$ cat src/rtl/core/assert_macros.svh
// Assertion helpers shared by the RTL. Every macro samples on i_clk and is
// disabled while i_rst_n is low.
`ifndef ASSERT_MACROS_SVH
`define ASSERT_MACROS_SVH

// Property must hold at every clock edge outside reset.
`define ZB_ASSERT(name, prop, msg) \
    name: assert property (@(posedge i_clk) disable iff (!i_rst_n) (prop)) \
        else $error(msg);

// Condition must never be seen at a clock edge outside reset.
`define ZB_NEVER(name, cond, msg) \
    name: assert property (@(posedge i_clk) disable iff (!i_rst_n) !(cond)) \
        else $error(msg);

`endif

$ cat src/rtl/core/zbcb_pkg.sv
package zbcb_pkg;

    localparam int MAP_BLOCKS  = 64;
    localparam int STORE_DEPTH = 16;
    localparam int WORD_W      = 32;
    localparam int BLK_W       = $clog2(MAP_BLOCKS);
    localparam int CNT_W       = $clog2(STORE_DEPTH + 1);

    typedef logic [BLK_W-1:0]  t_key;
    typedef logic [WORD_W-1:0] t_word;
    typedef logic [CNT_W-1:0]  t_count;

    // Operation broadcast to every cell of the store chain
    typedef enum logic [1:0] {
        OP_HOLD,
        OP_INSERT,
        OP_REMOVE,
        OP_UPDATE
    } t_cell_opcode;

    typedef struct packed {
        t_cell_opcode code;
        t_key         key;
        t_word        value;
    } t_cell_op;

    // Contents of one cell as seen by its neighbors
    typedef struct packed {
        logic  valid;
        t_key  tag;
        t_word value;
    } t_entry;

endpackage

$ cat src/rtl/core/zero_block_compressed_bitmap.sv
// Sparse bit set of MAP_BLOCKS 32-bit blocks; only nonzero blocks are held,
// in a chain of STORE_DEPTH cells kept sorted by block number.
// Input stream (s_axis): one command per transaction: set, clear or test a
// bit, write or read a whole block. Output stream (m_axis): one result per
// command with the test bit, the read block, the number of held blocks and
// a status (ok, index out of range, store full).
// The command is first looked up across all cells (S_LOOK), then applied to
// the chain (S_APPLY), which loads the result register. One command is in
// flight at a time and the input reopens after the apply step, so the block
// takes no new command until the last one is applied; the apply step closes
// the lookup-modify-shift loop.
// Inserting or removing a block moves every cell above it by one position
// in the same cycle, each cell taking its neighbor's contents.
// A finished result waits in the output register; while the receiver stalls
// the next command may be accepted and looked up, and it is applied only
// once the output register is free.
// Reset empties every cell and clears the count; no clearing pass is needed,
// the cell contents are masked by their valid bits.
module zero_block_compressed_bitmap (
    input  logic        i_clk,
    input  logic        i_rst_n,
    input  logic        i_s_axis_tvalid,
    output logic        o_s_axis_tready,
    // cmd[2:0], bit_index[13:3], block_index[19:14], block_value[51:20]
    input  logic [55:0] i_s_axis_tdata,
    output logic        o_m_axis_tvalid,
    input  logic        i_m_axis_tready,
    // bit_present[0], read_value[32:1], stored_count[37:33], status[39:38]
    output logic [39:0] o_m_axis_tdata
);

    `include "assert_macros.svh"

    localparam int DEPTH = zbcb_pkg::STORE_DEPTH;

    typedef enum logic [2:0] {
        CMD_SET   = 3'd0,
        CMD_CLEAR = 3'd1,
        CMD_TEST  = 3'd2,
        CMD_WRITE = 3'd3,
        CMD_READ  = 3'd4
    } t_cmd;

    typedef enum logic [1:0] {
        ST_OK    = 2'd0,
        ST_RANGE = 2'd1,
        ST_FULL  = 2'd2
    } t_status;

    typedef enum logic [1:0] {
        S_IDLE,
        S_LOOK,
        S_APPLY
    } t_state;

    t_state                  r_state;
    logic [2:0]              r_cmd;
    zbcb_pkg::t_key          r_key;
    logic                    r_range;
    zbcb_pkg::t_word         r_mask;
    zbcb_pkg::t_word         r_value;
    zbcb_pkg::t_cell_opcode  r_code;
    zbcb_pkg::t_word         r_new;
    t_status                 r_status;
    logic                    r_present;
    zbcb_pkg::t_word         r_rval;
    zbcb_pkg::t_count        r_count;
    logic                    r_out_valid;
    logic                    r_out_present;
    zbcb_pkg::t_word         r_out_rval;
    zbcb_pkg::t_count        r_out_count;
    t_status                 r_out_status;

    logic                    w_in_accept;
    logic                    w_commit;
    logic [5:0]              w_raw_blk;
    zbcb_pkg::t_cell_op      w_cell_op;
    zbcb_pkg::t_entry        w_entry [DEPTH];
    logic [DEPTH-1:0]        w_after;
    logic [DEPTH-1:0]        w_hit;
    logic [DEPTH-1:0]        w_valid;
    logic                    w_hit_any;
    zbcb_pkg::t_word         w_old;
    zbcb_pkg::t_word         w_wr_value;
    logic                    w_wr_en;

    zbcb_pkg::t_cell_opcode  n_code;
    zbcb_pkg::t_word         n_new;
    t_status                 n_status;
    logic                    n_present;
    zbcb_pkg::t_word         n_rval;
    zbcb_pkg::t_count        n_count;

    assign o_s_axis_tready = (r_state == S_IDLE);
    assign w_in_accept     = i_s_axis_tvalid && o_s_axis_tready;
    assign w_commit        = (r_state == S_APPLY) && (!r_out_valid || i_m_axis_tready);

    // bit commands address block bit_index / 32
    assign w_raw_blk = ((i_s_axis_tdata[2:0] == CMD_SET) ||
                        (i_s_axis_tdata[2:0] == CMD_CLEAR) ||
                        (i_s_axis_tdata[2:0] == CMD_TEST)) ?
                       i_s_axis_tdata[13:8] : i_s_axis_tdata[19:14];

    assign w_cell_op = '{code:  (w_commit ? r_code : zbcb_pkg::OP_HOLD),
                         key:   r_key,
                         value: r_new};

    for (genvar gi = 0; gi < DEPTH; gi++) begin : g_cell
        zbcb_pkg::t_entry w_prev;
        zbcb_pkg::t_entry w_next;
        logic             w_prev_after;

        if (gi == 0) begin : g_first
            assign w_prev       = '0;
            assign w_prev_after = 1'b0;
        end else begin : g_mid
            assign w_prev       = w_entry[gi-1];
            assign w_prev_after = w_after[gi-1];
        end

        if (gi == DEPTH - 1) begin : g_last
            assign w_next = '0;
        end else begin : g_inner
            assign w_next = w_entry[gi+1];
        end

        zbcb_cell u_cell (
            .i_clk        (i_clk),
            .i_rst_n      (i_rst_n),
            .i_op         (w_cell_op),
            .i_prev       (w_prev),
            .i_prev_after (w_prev_after),
            .i_next       (w_next),
            .o_entry      (w_entry[gi]),
            .o_after      (w_after[gi]),
            .o_hit        (w_hit[gi])
        );

        assign w_valid[gi] = w_entry[gi].valid;
    end

    // Collect the addressed block; absent blocks read as zero
    always_comb begin
        w_old = '0;
        for (int i = 0; i < DEPTH; i++) begin
            w_old = w_old | (w_entry[i].value & {zbcb_pkg::WORD_W{w_hit[i]}});
        end
    end
    assign w_hit_any = |w_hit;

    // Decode the command against the looked-up block
    always_comb begin
        n_present  = 1'b0;
        n_rval     = '0;
        n_status   = ST_OK;
        w_wr_en    = 1'b0;
        w_wr_value = '0;
        case (r_cmd)
            CMD_SET: begin
                w_wr_en    = 1'b1;
                w_wr_value = w_old | r_mask;
            end
            CMD_CLEAR: begin
                w_wr_en    = 1'b1;
                w_wr_value = w_old & ~r_mask;
            end
            CMD_TEST: begin
                n_present = |(w_old & r_mask);
            end
            CMD_WRITE: begin
                w_wr_en    = 1'b1;
                w_wr_value = r_value;
            end
            CMD_READ: begin
                n_rval = w_old;
            end
            default: begin
            end
        endcase

        n_code = zbcb_pkg::OP_HOLD;
        n_new  = w_wr_value;
        if (r_range && ((r_cmd == CMD_SET) || (r_cmd == CMD_CLEAR) ||
                        (r_cmd == CMD_TEST) || (r_cmd == CMD_WRITE) ||
                        (r_cmd == CMD_READ))) begin
            n_status  = ST_RANGE;
            n_present = 1'b0;
            n_rval    = '0;
        end else if (w_wr_en) begin
            if (w_wr_value == '0) begin
                if (w_hit_any) begin
                    n_code = zbcb_pkg::OP_REMOVE;
                end
            end else if (w_hit_any) begin
                n_code = zbcb_pkg::OP_UPDATE;
            end else if (r_count >= zbcb_pkg::t_count'(DEPTH)) begin
                n_status = ST_FULL;
            end else begin
                n_code = zbcb_pkg::OP_INSERT;
            end
        end
    end

    always_comb begin
        case (r_code)
            zbcb_pkg::OP_INSERT: n_count = r_count + zbcb_pkg::t_count'(1);
            zbcb_pkg::OP_REMOVE: n_count = r_count - zbcb_pkg::t_count'(1);
            default:             n_count = r_count;
        endcase
    end

    always_ff @(posedge i_clk) begin
        if (!i_rst_n) begin
            r_state     <= S_IDLE;
            r_count     <= '0;
            r_out_valid <= 1'b0;
        end else begin
            // load a new result or drop the one the receiver took
            if (w_commit) begin
                r_out_valid <= 1'b1;
            end else if (i_m_axis_tready) begin
                r_out_valid <= 1'b0;
            end
            case (r_state)
                S_IDLE: begin
                    if (w_in_accept) begin
                        r_cmd   <= i_s_axis_tdata[2:0];
                        r_key   <= zbcb_pkg::t_key'(w_raw_blk);
                        r_range <= (32'(w_raw_blk) >= zbcb_pkg::MAP_BLOCKS);
                        r_mask  <= 32'h8000_0000 >> i_s_axis_tdata[7:3];
                        r_value <= i_s_axis_tdata[51:20];
                        r_state <= S_LOOK;
                    end
                end
                S_LOOK: begin
                    r_code    <= n_code;
                    r_new     <= n_new;
                    r_status  <= n_status;
                    r_present <= n_present;
                    r_rval    <= n_rval;
                    r_state   <= S_APPLY;
                end
                S_APPLY: begin
                    // hold until the output register can take the result
                    if (w_commit) begin
                        r_count       <= n_count;
                        r_out_present <= r_present;
                        r_out_rval    <= r_rval;
                        r_out_count   <= n_count;
                        r_out_status  <= r_status;
                        r_state       <= S_IDLE;
                    end
                end
                default: begin
                    r_state <= S_IDLE;
                end
            endcase
        end
    end

    assign o_m_axis_tvalid = r_out_valid;
    assign o_m_axis_tdata  = {r_out_status, 5'(r_out_count), r_out_rval, r_out_present};

    `ZB_ASSERT(a_count_matches_cells, $countones(w_valid) == int'(r_count), "count mismatch")
    `ZB_NEVER(a_cells_packed, (w_valid & (w_valid + DEPTH'(1))) != '0, "cells not packed")
    `ZB_ASSERT(a_single_hit, $onehot0(w_hit), "block number held in more than one cell")
    `ZB_ASSERT(a_result_from_apply,
               $rose(r_out_valid) |-> $past(r_state == S_APPLY), "result without apply")

endmodule

$ cat src/rtl/core/zbcb_cell.sv
module zbcb_cell (
    input  logic               i_clk,
    input  logic               i_rst_n,
    input  zbcb_pkg::t_cell_op i_op,
    input  zbcb_pkg::t_entry   i_prev,
    input  logic               i_prev_after,
    input  zbcb_pkg::t_entry   i_next,
    output zbcb_pkg::t_entry   o_entry,
    output logic               o_after,
    output logic               o_hit
);

    logic           r_valid;
    zbcb_pkg::t_key r_tag;
    zbcb_pkg::t_word r_value;

    logic            n_valid;
    zbcb_pkg::t_key  n_tag;
    zbcb_pkg::t_word n_value;

    // An empty cell sorts after every block number
    assign o_hit   = r_valid && (r_tag == i_op.key);
    assign o_after = !r_valid || (r_tag > i_op.key);
    assign o_entry = '{valid: r_valid, tag: r_tag, value: r_value};

    always_comb begin
        n_valid = r_valid;
        n_tag   = r_tag;
        n_value = r_value;
        case (i_op.code)
            zbcb_pkg::OP_INSERT: begin
                if (o_after) begin
                    if (i_prev_after) begin
                        // shift up: take the lower neighbor
                        n_valid = i_prev.valid;
                        n_tag   = i_prev.tag;
                        n_value = i_prev.value;
                    end else begin
                        n_valid = 1'b1;
                        n_tag   = i_op.key;
                        n_value = i_op.value;
                    end
                end
            end
            zbcb_pkg::OP_REMOVE: begin
                // shift down from the removed slot upward
                if (o_hit || o_after) begin
                    n_valid = i_next.valid;
                    n_tag   = i_next.tag;
                    n_value = i_next.value;
                end
            end
            zbcb_pkg::OP_UPDATE: begin
                if (o_hit) begin
                    n_value = i_op.value;
                end
            end
            default: begin
            end
        endcase
    end

    always_ff @(posedge i_clk) begin
        if (!i_rst_n) begin
            r_valid <= 1'b0;
        end else begin
            r_valid <= n_valid;
        end
    end

    always_ff @(posedge i_clk) begin
        r_tag   <= n_tag;
        r_value <= n_value;
    end

endmodule

$ cat config.mk
export PLATFORM = sky130hd
export DESIGN_NAME = zero_block_compressed_bitmap
export DESIGN_NICKNAME = d
export VERILOG_FILES = /design/src/rtl/core/zbcb_pkg.sv /design/src/rtl/core/zero_block_compressed_bitmap.sv /design/src/rtl/core/zbcb_cell.sv
export VERILOG_INCLUDE_DIRS = /design/src /design/src/rtl/core
export SDC_FILE = /design/constraint.sdc
export NUM_CORES = 2
export LEC_CHECK = 0
export CAP_MARGIN = 25
export CORE_MARGIN = 4
export CORE_UTILIZATION = 42
export DETAILED_ROUTE_END_ITERATION = 8
export DONT_BUFFER_PORTS = 1
export PLACE_DENSITY = 0.53
export SYNTH_ARGS = -nofsm -noshare
export SYNTH_HDL_FRONTEND = slang
export SYNTH_SLANG_ARGS = --single-unit
$ cat constraint.sdc
create_clock -name i_clk -period 11.85 [get_ports i_clk]
set_input_delay 1.7775 -clock i_clk [delete_from_list [all_inputs] [get_ports i_clk]]
set_output_delay 1.7775 -clock i_clk [all_outputs]
set_load 0.01 [all_outputs]
Yosys cells after proc, flatten, opt, wreduce, memory -nomap -nowiden
Index checks and enable logic that the tools add are counted.
- $add $sub $neg: 2
- $lt $le $gt $ge: 17
- equality and inequality tests: 79
- shift operators: 1
- multiplexer cells: 220
- bitwise logic cells: 36
- reduce and logical (&&, ||, !) cells: 118
- operators by type and width (kind ; count):
    two-way mux 32 bit ; 63
    case mux 32 bit (3 select lines) ; 17
    AND 32 bit ; 18
    OR 32 bit ; 16
    two-way mux 6 bit ; 48
    case mux 6 bit (2 select lines) ; 16
    inequality test 2 x 1 -> 1 bit (second input constant) ; 49
    equality test 6 bit ; 16
    > comparator 6 bit ; 16
    AND reduction 4 bit ; 16
    AND reduction 3 bit ; 18
    two-way mux 1 bit ; 51
    logical OR 1 bit ; 35
    logical NOT 32 bit ; 1
    NOT 32 bit ; 1
    case mux 1 bit (2 select lines) ; 16
    OR reduction 32 bit ; 1
    right shift 32 x 5 -> 32 bit (first input constant) ; 1
    logical AND 1 bit ; 18
    OR reduction 18 bit ; 1
    logical NOT 1 bit ; 17
    OR reduction 16 bit ; 1
    two-way mux 2 bit ; 7
    case mux 5 bit (2 select lines) ; 1
    17 further kinds ; 29
- register bits: 814
- output and inout port bits: 42
- word-level logic and storage cells: 538

Longest topological paths before layout
- depth in word-level cells: 22
- gate-level depth with buffers: 15
- mapped depth without buffers: 12

Hierarchy
From an unflattened synthesis, not the netlist that was laid out.
- cell total of the unflattened synthesis: 4757
- area total of the unflattened synthesis: 51685.8 µm²
- by module, submodules not included (module ; times used ; cells each ; area each (µm²)):
    zbcb_cell ; 16 ; 243 ; 2587.5
    zero_block_compressed_bitmap ; 1 ; 869 ; 10286.1

Least setup slack after synthesis
OpenSTA, ideal clock, no wires.
- kind: input-to-reg
- start point: input port i_rst_n
- end point: register r_cmd[0] (enable)
- library setup time: 710 ps
- arrival: 9381 ps
- data required time: 11140 ps
- slack: 1759 ps
- cell stages on the path: 2
- buffers on the path: 0
- cells stage by stage: inv_2 nor4b_1
- cells in the longest elaborated chain, start to end: 1
- RTL lines (item ; RTL line ; source):
    start, declared ; zero_block_compressed_bitmap.sv:21 ; input logic i_rst_n,
    AND reduction 3 bit (no source line) ; - ;
    end signal, assigned ; zero_block_compressed_bitmap.sv:227 ; r_cmd <= i_s_axis_tdata[2:0];
    end, declared ; zero_block_compressed_bitmap.sv:57 ; logic [2:0] r_cmd;
No other way between the ends.
A chain may end at the register's enable or synchronous reset.

Worst setup path after layout
- start point: register r_key[2]
- end point: register r_status[1], data pin
- cells in the longest elaborated chain, start to end: 22
- elaborated cells on any way between the ends: 68
- classes of those cells: eq/ne (16); mux (1); bitwise (33); reduce/logical (18)
- RTL lines (item ; RTL line ; source):
    start, declared ; zero_block_compressed_bitmap.sv:58 ; zbcb_pkg::t_key r_key;
    start signal, assigned ; zero_block_compressed_bitmap.sv:228 ; r_key <= zbcb_pkg::t_key'(w_raw_blk);
    equality test 6 bit ; zbcb_cell.sv:22 ; assign o_hit = r_valid && (r_tag == i_op.key);
    logical AND 1 bit ; zbcb_cell.sv:22 ;
    AND 32 bit ; zero_block_compressed_bitmap.sv:146 ; w_old = w_old | (w_entry[i].value & {zbcb_pkg::WORD_W{w_hit[i]}});
    OR 32 bit (15 in a row) ; zero_block_compressed_bitmap.sv:146 ;
    AND 32 bit or OR 32 bit (tied branches) ; zero_block_compressed_bitmap.sv:165, zero_block_compressed_bitmap.sv:161 ;
    case mux 32 bit (3 select lines) ; zero_block_compressed_bitmap.sv:158 ; case (r_cmd)
    logical NOT 32 bit ; zero_block_compressed_bitmap.sv:190 ; if (w_wr_value == '0) begin
    OR reduction 18 bit (no source line) (*) ; - ;
    end signal, assigned ; zero_block_compressed_bitmap.sv:238 ; r_status <= n_status;
    end, declared ; zero_block_compressed_bitmap.sv:64 ; t_status r_status;
Every way passes the cells marked *; elsewhere a longest branch is shown, timed or not.

==> results.py <==
metrics = {
    "status": {
        "status": "finished, final reports clean",
    },
    "clocking": {
        "post_cts_buffers": 0,
        "clock-sinks": 812,
        "cts_buffer_depth": 3,
        "hold_buffers": 0,
        "htreeDepth": 3,
        "cts.reportedPaths.clkPinSlew_ns": 0.06,
        "clkLatencyLatePin_ns": 0.69,
        "cts_buffers": 91,
        "ctsResizeCount": 0,
        "cts_tree": "yes",
        "root_buffer": "clkbuf_16",
    },
    "timing": {
        "fmax_ghz": 0.163,
        "finalCriticalPeriod_ns": 6.14,
        "maxSlewHeadroom_pct": 24.4,
        "fin_hold_ws_ns": 0.416,
        "report.final.slew_viol_count": 0,
        "finalCritPeriodShare_pct": 51.8,
        "tightest_slew_ns": 1.13,
        "rsz0062_at_grt": "no",
        "hold_viol_final": 0,
        "setup_viol": 0,
        "fin_setup_tns_ns": 0,
        "finClkSkew_ns": 0.0298,
    },
    "route": {
        "postRouteAntennaNets": 0,
        "drc": 0,
        "drt-total-wl_um": 168000,
        "routed-via-count": 34200,
        "first_iter_violations": 5854,
        "routedWlPerCell_um": 34.2,
        "drt-pass1-iter-count": 9,
        "via_per_inst": 6.97,
    },
    "floorplan": {
        "dieWidth_um": 325,
        "die_y_um": 325,
        "coreArea_um2": 99000,
        "initial_utilization_pct": 42.5,
        "ios": 102,
        "fp-row-count": 115,
        "die_area_um2": 105000,
    },
    "worst_setup_path": {
        "r2r_start": "r_key[2]",
        "worst-path-max-fanout": 21,
        "rrSetupSlack_ns": 5.71,
        "cp.arrival_ns": 6.52,
        "cp_slowest_cell": "edfxtp_1",
        "reg2reg_depth": 12,
        "cp_top_family": "simple AND/OR/NAND/NOR gates",
        "endpoint_kind": "flop",
        "worst_path_largest_cell_delay_ns": 0.72,
        "crit_required_ns": 12.23,
        "crit_path_start_kind": "flop",
        "critPathKind": "reg -> reg",
        "crit_cells": 12,
        "endpoint": "r_status[1]",
        "r2r-end": "r_status[1]",
        "path_buf_inv": 2,
        "crit_path_cell_trace": "inv_1, ha_1, and4_1, and2_2, buf_4, a22oi_1, nand4_1, nor2_1, o22ai_1, a2111o_1, nor4_2, a21boi_1",
        "critPathLaunch": "r_key[2]",
    },
    "layout": {
        "nets": 3704,
        "drive_above_1_share_pct": 10.6,
        "fin_util_pct": 47.6,
        "areaGrowthSynthToFinish_pct": 11.8,
        "finalInstanceArea_um2": 47100,
    },
    "place": {
        "placed_cell_area_um2": 43800,
        "gp_congestion": 0.944,
        "io_buffers": 0,
        "dp.final_hpwl_um": 97100,
    },
    "grt": {
        "grt_pass1_vias": 32500,
        "antenna_found_initial": 7,
        "grt_overflow": 0,
        "grt_pass1_wl_um": 237000,
        "grtUsageTotal_pct": 30.4,
        "grt_start_max_net_pins": 125,
    },
    "logic_synthesis": {
        "synth.most_common_cell": "edfxtp_1",
        "synth_compound_area_share_pct": 21.0,
        "ys_ff_latch": 812,
        "syn_avg_cell_area_um2": 11.6,
        "synthTopCellsByCount": "edfxtp_1, nor2_1, a221o_1, clkbuf_1, nand2_1",
        "syn_area_um2": 42100,
        "synth.area.mux_share_pct": 2.88,
        "synthTopCellsByArea": "edfxtp_1, a221o_1, nor2_1, ha_1, a22oi_1",
        "ys.flop_type": "edfxtp_1",
        "yosys.area_share.simple_pct": 11.1,
        "async_flop_share_pct": 0,
        "synth_top_family_by_area": "compound AO/OA/AOI/OAI gates",
        "synthCells": 3638,
        "synth-edff-count": 788,
        "synth_adder_area_share_pct": 3.14,
        "synth_xor_area_share_pct": 0.146,
        "yosys.cell_types.count": 79,
        "yosysTopAreaCellShare_pct": 56.2,
        "yosys.area.top_type": "edfxtp_1",
        "yosys_warnings": 0,
        "yosysSeqAreaShare_pct": 57.3,
        "synth_nets": 3803,
    },
    "power": {
        "power_density_nw_per_um2": 147,
        "irDropWorstVdd_v": 0.000133,
        "p_leak_nw": 16.4,
    },
    "worst_hold_path": {
        "hold_class": "reg -> reg",
        "hold_path_startpoint": "r_rval[29]",
    },
    "flow_run": {
        "cap_violations": 0,
    },
}
placed cells by master, fill, tap and decap left out, types with 16 or more instances in the layout:
cell and instances:
inv_1 155, clkbuf_16 94, a21o_1 28, a221o_1 384
nor2_1 566, o21ai_0 149, nor2b_1 24, ha_1 102
and3_1 39, clkbuf_1 16, clkinv_2 16, a21oi_1 106
mux2_2 43, nand2_1 230, nand3_1 32, nor2_4 22
mux2i_1 73, edfxtp_1 788, buf_4 97, a222oi_1 98
dfxtp_1 24, a211oi_1 23, nor3_1 17, nand4_1 47
a22oi_1 168
worst min-delay path by stage:
stage / cells past startpoint / endpoint
finish: 0 / r_out_rval[29]
global route: 0 / r_out_present
CTS: 0 / r_out_rval[16]
detailed placement: 0 / r_out_rval[16]
global placement: 0 / r_out_rval[18]
floorplan: 0 / r_out_present
sequential cells by signal, summed over array words and instances (netlist names), 6 cells and up:
signal                 flops
g_cell.u_cell.r_valid     16
r_mask                    32
r_out_rval                32
r_key                      6
r_rval                    32
r_new                     32
g_cell.u_cell.r_value    512
g_cell.u_cell.r_tag       96
r_value                   32
final cells by class:
type                            count  area [µm²]
Clock buffer                      115        2480
Tap cell                         1287        1610
Sequential cell                   812       24100
Timing Repair Buffer              113         936
Multi-Input combinational cell   2363       16600
Fill cell                        8854       51900
Clock inverter                     52         659
Antenna cell                        3        7.51
Inverter                          158         593
metal layers:
| metal | part of all wire, % | routed length, µm | vias to the layer above | GRT usage [%] |
|---|---|---|---|---|
| met5 | 0.023 | 38 | - | 0 |
| met4 | 6.1 | 10300 | 6 | 16.1 |
| met3 | 13 | 21800 | 516 | 7.91 |
| met2 | 43 | 72000 | 2632 | 45.1 |
| met1 | 38 | 63700 | 16800 | 41.0 |
| li1 | - | - | 14200 | - |
through the flow:
step           setup WS [ns]  std cells  power [W]
2_1_floorplan           1.76       3638    0.00370
3_3_place_gp            5.06       4717    0.00390
3_5_place_dp            5.03       4726    0.00392
4_1_cts                 5.73       4893    0.00693
5_1_grt                 5.68       4902    0.00710
6_report                5.71       4903    0.00692
power by group:
part / leakage, nW / internal, W / switching, W
Clock: 1.54 / 0.00181 / 0.00123
Sequential: 7.42 / 0.00327 / 0.0000858
Combinational: 7.46 / 0.000169 / 0.000360
worst register-to-register path, delay by kind of cell (launching register included):
kind	cells	cell delay, ns
and+or+nand+nor	5	2.56
buffers and inverters	2	0.98
AOI/OAI and AO/OA	4	1.16
DFF	1	0.72
adders and majority gates	1	0.45
cell families after synthesis:
| family | count (synthesis) |
|---|---|
| and+or+nand+nor | 1064 |
| other | 1 |
| muxes | 116 |
| DFF | 812 |
| adders and majority gates | 105 |
| xor gates and xnor gates | 7 |
| AOI/OAI and AO/OA | 1070 |
| buffers and inverters | 463 |
No activity file was read; power rests on OpenSTA's default activity.
